## src/rtl/sha1_pkg.sv

```systemverilog
`default_nettype none

package sha1_pkg;

  typedef logic [31:0] word_t;
  typedef logic [4:0][31:0] chain_t;

  localparam logic [1:0] ActAbsorb = 2'd0;
  localparam logic [1:0] ActFinish = 2'd1;
  localparam logic [1:0] ActRaw    = 2'd2;

  localparam word_t Iv0 = 32'h67452301;
  localparam word_t Iv1 = 32'hEFCDAB89;
  localparam word_t Iv2 = 32'h98BADCFE;
  localparam word_t Iv3 = 32'h10325476;
  localparam word_t Iv4 = 32'hC3D2E1F0;

  localparam word_t K0 = 32'h5a827999;
  localparam word_t K1 = 32'h6ed9eba1;
  localparam word_t K2 = 32'h8f1bbcdc;
  localparam word_t K3 = 32'hca62c1d6;

  localparam logic [7:0] PadMark = 8'h80;

  localparam logic [6:0] Round20   = 7'd20;
  localparam logic [6:0] Round40   = 7'd40;
  localparam logic [6:0] Round60   = 7'd60;
  localparam logic [6:0] RoundLast = 7'd79;

  localparam logic [5:0] FillLenPos = 6'd55;
  localparam logic [5:0] FillLast   = 6'd63;
  localparam logic [2:0] WordLast   = 3'd4;

  typedef struct packed {
    logic load;
    logic step;
  } core_ctrl_t;

  typedef struct packed {
    logic       shift_byte;
    logic       step;
    logic [7:0] data;
  } sched_ctrl_t;

endpackage

`default_nettype wire

```

## src/rtl/sha1_in_if.sv

```systemverilog
`default_nettype none

interface sha1_in_if;
  logic       valid;
  logic       ready;
  logic [1:0] action;
  logic [7:0] msg_byte;

  modport source (output valid, output action, output msg_byte, input ready);
  modport sink (input valid, input action, input msg_byte, output ready);
endinterface

`default_nettype wire

```

## src/rtl/sha1_out_if.sv

```systemverilog
`default_nettype none

interface sha1_out_if;
  logic        valid;
  logic        ready;
  logic [31:0] digest_word;
  logic [2:0]  word_index;
  logic        last_word;

  modport source (output valid, output digest_word, output word_index,
                  output last_word, input ready);
  modport sink (input valid, input digest_word, input word_index,
                input last_word, output ready);
endinterface

`default_nettype wire

```

## src/rtl/sha1_sched.sv

```systemverilog
`default_nettype none

module sha1_sched (
  input  wire                   clk_i,
  input  sha1_pkg::sched_ctrl_t ctrl_i,
  output sha1_pkg::word_t       w_o
);

  sha1_pkg::word_t w_q [16];
  sha1_pkg::word_t w_d [16];
  sha1_pkg::word_t mix;

  // window holds w[t..t+15], w[t] at the low end
  assign mix = w_q[13] ^ w_q[8] ^ w_q[2] ^ w_q[0];

  always_comb begin
    for (int i = 0; i < 16; i++) begin
      w_d[i] = w_q[i];
    end
    if (ctrl_i.shift_byte) begin
      // bytes enter at the tail, first byte ends up in the msb of word 0
      for (int i = 0; i < 15; i++) begin
        w_d[i] = {w_q[i][23:0], w_q[i+1][31:24]};
      end
      w_d[15] = {w_q[15][23:0], ctrl_i.data};
    end else if (ctrl_i.step) begin
      for (int i = 0; i < 15; i++) begin
        w_d[i] = w_q[i+1];
      end
      w_d[15] = {mix[30:0], mix[31]};
    end
  end

  always_ff @(posedge clk_i) begin
    for (int i = 0; i < 16; i++) begin
      w_q[i] <= w_d[i];
    end
  end

  assign w_o = w_q[0];

endmodule

`default_nettype wire

```

## src/rtl/sha1_round.sv

```systemverilog
`default_nettype none

module sha1_round (
  input  wire                  clk_i,
  input  sha1_pkg::core_ctrl_t ctrl_i,
  input  wire [6:0]            round_i,
  input  sha1_pkg::word_t      w_i,
  input  sha1_pkg::chain_t     chain_i,
  output sha1_pkg::chain_t     work_o
);

  sha1_pkg::chain_t work_q;
  sha1_pkg::chain_t work_d;
  sha1_pkg::word_t  a, b, c, d, e;
  sha1_pkg::word_t  f, k, t;

  assign a = work_q[0];
  assign b = work_q[1];
  assign c = work_q[2];
  assign d = work_q[3];
  assign e = work_q[4];

  always_comb begin
    priority if (round_i < sha1_pkg::Round20) begin
      f = (b & c) | (~b & d);
      k = sha1_pkg::K0;
    end else if (round_i < sha1_pkg::Round40) begin
      f = b ^ c ^ d;
      k = sha1_pkg::K1;
    end else if (round_i < sha1_pkg::Round60) begin
      f = (b & c) | (b & d) | (c & d);
      k = sha1_pkg::K2;
    end else begin
      f = b ^ c ^ d;
      k = sha1_pkg::K3;
    end
  end

  assign t = {a[26:0], a[31:27]} + f + e + k + w_i;

  always_comb begin
    work_d = work_q;
    if (ctrl_i.load) begin
      work_d = chain_i;
    end else if (ctrl_i.step) begin
      work_d[0] = t;
      work_d[1] = a;
      work_d[2] = {b[1:0], b[31:2]};
      work_d[3] = c;
      work_d[4] = d;
    end
  end

  always_ff @(posedge clk_i) begin
    work_q <= work_d;
  end

  assign work_o = work_q;

endmodule

`default_nettype wire

```

## src/rtl/sha1_hash_engine_top.sv

```systemverilog
`default_nettype none

// SHA-1 engine, one message byte per input beat. Every 64th absorbed byte
// also starts a compression that holds ready low through 80 rounds on the
// single shared round unit and a fold of the working words into the
// chaining value. A padded finish with p bytes buffered shifts in 64 - p
// padding bytes one per cycle and then compresses; when p is 56 or more a
// second block of 64 padding bytes and another compression follows.
// Both finishes then hand out five digest beats, h0 first, and accept no new
// input until the fifth beat is taken. Action code 3 is absorbed as a no-op.
module sha1_hash_engine_top (
  input  wire         clk_i,
  input  wire         rst_ni,
  sha1_in_if.sink     msg_i,
  sha1_out_if.source  dig_o
);

  typedef enum logic [4:0] {
    StIdle  = 5'b00001,
    StPad   = 5'b00010,
    StRound = 5'b00100,
    StFold  = 5'b01000,
    StEmit  = 5'b10000
  } state_e;

  state_e             state_q, state_d;
  logic [5:0]         fill_q, fill_d;
  logic [60:0]        total_q, total_d;
  logic [63:0]        len_q, len_d;
  logic               mark_q, mark_d;
  logic               len_ph_q, len_ph_d;
  logic               pad_q, pad_d;
  logic               last_q, last_d;
  logic [6:0]         round_q, round_d;
  logic [2:0]         idx_q, idx_d;
  sha1_pkg::chain_t   chain_q, chain_d;

  sha1_pkg::core_ctrl_t  core_ctrl;
  sha1_pkg::sched_ctrl_t sched_ctrl;
  sha1_pkg::chain_t      work;
  sha1_pkg::word_t       w_cur;
  logic [7:0]            pad_byte;
  sha1_pkg::chain_t      chain_iv;

  assign chain_iv = {sha1_pkg::Iv4, sha1_pkg::Iv3, sha1_pkg::Iv2,
                     sha1_pkg::Iv1, sha1_pkg::Iv0};

  sha1_sched u_sched (
    .clk_i  (clk_i),
    .ctrl_i (sched_ctrl),
    .w_o    (w_cur)
  );

  sha1_round u_round (
    .clk_i   (clk_i),
    .ctrl_i  (core_ctrl),
    .round_i (round_q),
    .w_i     (w_cur),
    .chain_i (chain_q),
    .work_o  (work)
  );

  assign pad_byte = len_ph_q ? len_q[63:56] : (mark_q ? sha1_pkg::PadMark : 8'h00);

  assign msg_i.ready       = (state_q == StIdle);
  assign dig_o.valid       = (state_q == StEmit);
  assign dig_o.digest_word = chain_q[idx_q];
  assign dig_o.word_index  = idx_q;
  assign dig_o.last_word   = (idx_q == sha1_pkg::WordLast);

  always_comb begin
    state_d    = state_q;
    fill_d     = fill_q;
    total_d    = total_q;
    len_d      = len_q;
    mark_d     = mark_q;
    len_ph_d   = len_ph_q;
    pad_d      = pad_q;
    last_d     = last_q;
    round_d    = round_q;
    idx_d      = idx_q;
    chain_d    = chain_q;
    core_ctrl  = '0;
    sched_ctrl = '0;

    unique case (state_q)
      StIdle: begin
        if (msg_i.valid) begin
          unique case (msg_i.action)
            sha1_pkg::ActAbsorb: begin
              sched_ctrl.shift_byte = 1'b1;
              sched_ctrl.data       = msg_i.msg_byte;
              total_d               = total_q + 61'd1;
              fill_d                = fill_q + 6'd1;
              if (fill_q == sha1_pkg::FillLast) begin
                core_ctrl.load = 1'b1;
                round_d        = '0;
                state_d        = StRound;
              end
            end
            sha1_pkg::ActFinish: begin
              len_d    = {total_q, 3'b000};
              mark_d   = 1'b1;
              len_ph_d = 1'b0;
              pad_d    = 1'b1;
              last_d   = 1'b0;
              state_d  = StPad;
            end
            sha1_pkg::ActRaw: begin
              pad_d   = 1'b0;
              idx_d   = '0;
              state_d = StEmit;
            end
            default: begin
            end
          endcase
        end
      end
      StPad: begin
        sched_ctrl.shift_byte = 1'b1;
        sched_ctrl.data       = pad_byte;
        mark_d                = 1'b0;
        fill_d                = fill_q + 6'd1;
        if (len_ph_q) begin
          len_d = {len_q[55:0], 8'h00};
        end
        // length bytes take the last eight slots of a block
        if (fill_q == sha1_pkg::FillLenPos) begin
          len_ph_d = 1'b1;
        end
        if (fill_q == sha1_pkg::FillLast) begin
          core_ctrl.load = 1'b1;
          round_d        = '0;
          state_d        = StRound;
          if (len_ph_q) begin
            last_d   = 1'b1;
            len_ph_d = 1'b0;
          end
        end
      end
      StRound: begin
        core_ctrl.step  = 1'b1;
        sched_ctrl.step = 1'b1;
        round_d         = round_q + 7'd1;
        if (round_q == sha1_pkg::RoundLast) begin
          state_d = StFold;
        end
      end
      StFold: begin
        for (int i = 0; i < 5; i++) begin
          chain_d[i] = chain_q[i] + work[i];
        end
        if (pad_q && !last_q) begin
          state_d = StPad;
        end else if (pad_q) begin
          idx_d   = '0;
          state_d = StEmit;
        end else begin
          state_d = StIdle;
        end
      end
      StEmit: begin
        if (dig_o.ready) begin
          idx_d = idx_q + 3'd1;
          if (idx_q == sha1_pkg::WordLast) begin
            state_d = StIdle;
            if (pad_q) begin
              chain_d = chain_iv;
              total_d = '0;
              fill_d  = '0;
              pad_d   = 1'b0;
            end
          end
        end
      end
      default: begin
        state_d = StIdle;
      end
    endcase
  end

  always_ff @(posedge clk_i or negedge rst_ni) begin
    if (!rst_ni) begin
      state_q  <= StIdle;
      fill_q   <= '0;
      total_q  <= '0;
      mark_q   <= 1'b0;
      len_ph_q <= 1'b0;
      pad_q    <= 1'b0;
      last_q   <= 1'b0;
      round_q  <= '0;
      idx_q    <= '0;
      chain_q  <= chain_iv;
    end else begin
      state_q  <= state_d;
      fill_q   <= fill_d;
      total_q  <= total_d;
      mark_q   <= mark_d;
      len_ph_q <= len_ph_d;
      pad_q    <= pad_d;
      last_q   <= last_d;
      round_q  <= round_d;
      idx_q    <= idx_d;
      chain_q  <= chain_d;
    end
  end

  always_ff @(posedge clk_i) begin
    len_q <= len_d;
  end

`ifndef SYNTH
  a_no_ready_while_emit: assert property (@(posedge clk_i) disable iff (!rst_ni)
    !(msg_i.ready && dig_o.valid))
    else $error("input ready while digest beats pending");

  a_round_in_range: assert property (@(posedge clk_i) disable iff (!rst_ni)
    (state_q == StRound) |-> (round_q <= sha1_pkg::RoundLast))
    else $error("round counter ran past the last round");

  a_full_block_compresses: assert property (@(posedge clk_i) disable iff (!rst_ni)
    (msg_i.valid && msg_i.ready && (msg_i.action == sha1_pkg::ActAbsorb) &&
     (fill_q == sha1_pkg::FillLast)) |=> (state_q == StRound && fill_q == 6'd0))
    else $error("full block did not start a compression");

  a_last_beat_frees_input: assert property (@(posedge clk_i) disable iff (!rst_ni)
    (dig_o.valid && dig_o.ready && dig_o.last_word) |=> msg_i.ready)
    else $error("input not ready after the final digest beat");

  a_padded_restart: assert property (@(posedge clk_i) disable iff (!rst_ni)
    (dig_o.valid && dig_o.ready && dig_o.last_word && pad_q) |=>
    (total_q == 61'd0 && chain_q[0] == sha1_pkg::Iv0))
    else $error("padded finish did not restore the initial state");
`endif

endmodule

`default_nettype wire
```

## src/flat_wrapper.sv

```systemverilog
// flat-port wrapper written by rule: the top's interface ports become plain ports
module sha1_hash_engine_top_flat 
  (clk_i, rst_ni, msg_i_valid, msg_i_action, msg_i_msg_byte, msg_i_ready, dig_o_valid, dig_o_digest_word, dig_o_word_index, dig_o_last_word, dig_o_ready);
  sha1_in_if msg_i_i ();
  sha1_out_if dig_o_i ();
  input  wire clk_i;
  input  wire rst_ni;
  input wire logic [$bits(msg_i_i.valid)-1:0] msg_i_valid;
  input wire logic [$bits(msg_i_i.action)-1:0] msg_i_action;
  input wire logic [$bits(msg_i_i.msg_byte)-1:0] msg_i_msg_byte;
  output wire logic [$bits(msg_i_i.ready)-1:0] msg_i_ready;
  output wire logic [$bits(dig_o_i.valid)-1:0] dig_o_valid;
  output wire logic [$bits(dig_o_i.digest_word)-1:0] dig_o_digest_word;
  output wire logic [$bits(dig_o_i.word_index)-1:0] dig_o_word_index;
  output wire logic [$bits(dig_o_i.last_word)-1:0] dig_o_last_word;
  input wire logic [$bits(dig_o_i.ready)-1:0] dig_o_ready;
  assign msg_i_i.valid = msg_i_valid;
  assign msg_i_i.action = msg_i_action;
  assign msg_i_i.msg_byte = msg_i_msg_byte;
  assign msg_i_ready = msg_i_i.ready;
  assign dig_o_valid = dig_o_i.valid;
  assign dig_o_digest_word = dig_o_i.digest_word;
  assign dig_o_word_index = dig_o_i.word_index;
  assign dig_o_last_word = dig_o_i.last_word;
  assign dig_o_i.ready = dig_o_ready;
  sha1_hash_engine_top u_core (.clk_i(clk_i), .rst_ni(rst_ni), .msg_i(msg_i_i), .dig_o(dig_o_i));
endmodule
```

## config.mk

```make
export PLATFORM = sky130hd
export DESIGN_NAME = sha1_hash_engine_top_flat
export DESIGN_NICKNAME = d
export VERILOG_FILES = /design/src/rtl/sha1_pkg.sv /design/src/rtl/sha1_in_if.sv /design/src/rtl/sha1_out_if.sv /design/src/rtl/sha1_sched.sv /design/src/rtl/sha1_round.sv /design/src/rtl/sha1_hash_engine_top.sv /design/src/flat_wrapper.sv
export SDC_FILE = /design/constraint.sdc
export NUM_CORES = 2
export LEC_CHECK = 0
export BUFFER_PORTS_ARGS = -buffer_cell sky130_fd_sc_hd__buf_2
export CORE_MARGIN = 2
export CORE_UTILIZATION = 50
export DETAILED_ROUTE_END_ITERATION = 16
export GPL_TIMING_DRIVEN = 0
export PLACE_DENSITY = 0.74
export SETUP_SLACK_MARGIN = 0.5
export SYNTH_ARGS = -nofsm -noshare
export SYNTH_HDL_FRONTEND = slang
export SYNTH_SLANG_ARGS = --single-unit
```

## constraint.sdc

```tcl
create_clock -name clk_i -period 18.4 [get_ports clk_i]
set_input_delay 0.92 -clock clk_i [delete_from_list [all_inputs] [get_ports clk_i]]
set_output_delay 0.92 -clock clk_i [all_outputs]
set_load 0.01 [all_outputs]
```

==> out/results.ini <==
[place]
place_ws_ns=9.83
placed_cell_area_mm2=0.0584
hpwl_mm=135
place_congestion=1.02
port_buffers=51

[floorplan]
die_area_mm2=0.114
die_w_um=338
coreArea_mm2=0.111
start_util=0.505
die_h_um=338
ios=52
row_count=122

[pwr]
p_clk_frac=0.372
p_int_mw=4.27
power.leakage_nw=26.2
p_sw_frac=0.288
vdd_drop_max_v=0.0000725
p_seq_frac=0.471
p_switching_mw=1.73
p_per_area_mw_per_mm2=96.8
total_power_mw=6.00
p_comb_frac=0.157

[worst_setup_path]
cp_max_fo=10
cp-startpoint=u_core.round_q[5]$_DFFE_PN0P_
critical_path_arrival_ns=9.49
max_stage_delay_ns=0.79
worst_setup_path_end_kind=flip-flop
cp_slowest_cell=a221oi_1
startpoint_type=flip-flop
cp_common_cell=inv_1
crit_family=compound AO/OA/AOI/OAI gates
critPathRequiredTime_ns=18.87
critical_path_class=reg2reg
reg2reg_depth=26
reg2reg_from=u_core.round_q[5]$_DFFE_PN0P_
cp.depth=26
critPathBufInv=8

[cts]
h-tree-depth=3
cts_buffer_depth=3
insertion_delay_ns=0.73
cts_tree=done
cts_num_sinks=979
hold_buffers=0
post_cts_resized=0
cts_made_buffers=107
post_cts_buffers=0
cts_root_buffer=clkbuf_16
clkTransAtPathRegs_ns=0.06

[synthesis]
seq_area_frac_synth=0.506
syn_inst=5881
synth_fp_nets=6220
synth-seq-cells=979
synth_flop_cell=edfxtp_1
synth_edf_count=733
synth_area_mm2=0.0558
syn_area_per_cell_um2=9.50
ys_types=95
synthArstFlopShare=0.251
yosys_warnings=0

[hold_path]
hold_path.class=in2async

[flow_run]
maxCapViolations=0

[grt]
overflow=0
met1_usage=0.443
grt_pass1_vias=42900
grt_pass1_wl_mm=268
met3_usage=0.0753
grtUsageMet2=0.447
grt_max_degree=103
grt.total_usage=0.311
antenna_found_initial=9
busiest_layer=met2

[sta]
drv_slew=0
worst_slack_ns=9.38
fmax_ghz=0.111
worst_slew_margin_rel=0.00812
finalCriticalPeriod_ns=9.02
post-route-period-util=0.490
worst_pin_slew_ns=1.49
hold_viol=0
tns_ns=0
finalClockSkew_ns=0.0280
rsz0062_at_grt=no
setup_violations=0

[final_layout]
syn2layout_area_growth_pct=11.0
final_common_cell=nand2_1
layout_common_cells=2139 x nand2_1, 733 x edfxtp_1, 303 x o21ai_0
stdcell_area_mm2=0.0620
fillers=9551
nets=6394
drive_gt1_frac=0.0694

[routing]
first_iter_violations=5823
vias=45600
ant_nets=0
wl_per_cell_um=23.8
vias_per_cell=5.97
drc=0
drtPass1Iterations=7
wirelength_mm=182

[outcome]
status=finished clean

==> area by class of cell <==
cell class / instances / area (um2) / area share
Tap cell: 1488 / 1860 / 0.0300
Timing Repair Buffer: 65 / 651 / 0.0105
Inverter: 297 / 1110 / 0.0180
Sequential cell: 979 / 28300 / 0.456
Clock inverter: 54 / 574 / 0.00926
Multi-Input combinational cell: 4350 / 25500 / 0.411
Buffer: 255 / 991 / 0.0160
Antenna cell: 3 / 7.51 / 0.000121
Clock buffer: 149 / 3030 / 0.0489
==> worst register-to-register path: stages (launching register included) <==
cell and delay [ns]:
dfrtp_1 0.36, clkbuf_1 0.19, a41oi_1 0.38, inv_1 0.29, nor2_2 0.64, inv_2 0.26, nand2_1 0.38, clkinv_1 0.44
clkbuf_1 0.58, a221oi_1 0.80, fa_1 0.53, inv_1 0.09, fa_1 0.40, inv_1 0.11, fa_1 0.42, inv_1 0.07
ha_1 0.30, nand4_1 0.17, nor2_1 0.08, a2111oi_0 0.75, nand3_1 0.31, and2_1 0.25, a31oi_1 0.25, a31oi_1 0.19
a31oi_1 0.25, xor2_1 0.19, o21ai_0 0.09
==> Yosys cell counts (19+ instances only) <==
master / count / area share
and3_1: 29 / 0.0032
dfrtp_1: 165 / 0.074
a211oi_1: 23 / 0.0031
mux4_2: 32 / 0.013
clkbuf_1: 214 / 0.014
o21a_1: 29 / 0.0039
xor2_1: 124 / 0.019
xnor2_1: 184 / 0.029
o21ai_1: 19 / 0.0017
a31oi_1: 24 / 0.0027
nand2_1: 2141 / 0.14
buf_2: 21 / 0.0019
dfstp_2: 81 / 0.038
o21ai_0: 303 / 0.027
nor2b_1: 24 / 0.0027
edfxtp_1: 733 / 0.39
fa_1: 125 / 0.045
a21o_1: 70 / 0.0094
o21bai_1: 22 / 0.0030
nor3_1: 60 / 0.0054
nand2b_1: 23 / 0.0026
a21oi_1: 241 / 0.022
nand4_1: 23 / 0.0026
inv_1: 293 / 0.020
nand3_1: 108 / 0.0097
nor2_1: 261 / 0.018
ha_1: 200 / 0.045
mux2i_1: 40 / 0.0072
==> path summary, 6_finish.rpt <==
check                                                 end  slack, ns
hold reg to reg                 u_core.mark_q$_DFFE_PN0P_       0.50
min in group clk_i              u_core.mark_q$_DFFE_PN0P_       0.50
setup reg to reg           u_core.u_round.a[30]$_DFFE_PP_       9.38
setup / recovery           u_core.u_round.a[30]$_DFFE_PP_       9.38
hold / removal             u_core.chain_q[80]$_DFFE_PN0P_       0.11
max in group asynchronous   u_core.total_q[1]$_DFFE_PN0P_      16.89
==> routing by layer <==
metal,up-vias,routed length (um)
met1,22100,73400
li1,20300,-
met5,-,77
met2,2807,76400
met4,12,9400
met3,448,22600
==> power groups by stage <==
stage	logic, mW	clock network, mW	registers (mW)
3_5_place_dp	0.926	0	2.86
2_1_floorplan	0.635	0	2.90
5_1_grt	1.05	2.33	2.84
3_3_place_gp	0.865	0	3.00
6_report	0.945	2.23	2.83
4_1_cts	0.936	2.24	2.82
==> flip-flops by register name, summed over array words and instances, names as in the netlist, 61 cells and up <==
name,cells
u_core.len_q,61
u_core.chain_q,160
u_core.u_sched.w_q,512
u_core.total_q,61
==> cell families (layout without fill, tap and decap cells) <==
| family | count (synthesis) | after routing | share of synthesized area |
|---|---|---|---|
| XOR/XNOR | 308 | 308 | 0.0483 |
| AO/OA/AOI/OAI | 891 | 891 | 0.0991 |
| flip-flops | 979 | 979 | 0.506 |
| other | 0 | 3 | 0 |
| multiplexers | 72 | 72 | 0.0201 |
| AND/OR/NAND/NOR | 2754 | 2754 | 0.199 |
| adder cells (fa/ha/maj) | 325 | 325 | 0.0896 |
| buffers and inverters | 552 | 820 | 0.0377 |
==> metrics by stage <==
stage | cells | hold WS, ns | utilization
after CTS | 7637 | 0.0989 | 0.560
after detailed placement | 7434 | 0.493 | 0.528
after global routing | 7638 | 0.138 | 0.560
after global placement | 7420 | 0.479 | 0.524
final | 7640 | 0.106 | 0.560
after floorplan | 5881 | 0.466 | -
(Power assumes the default switching activity.)
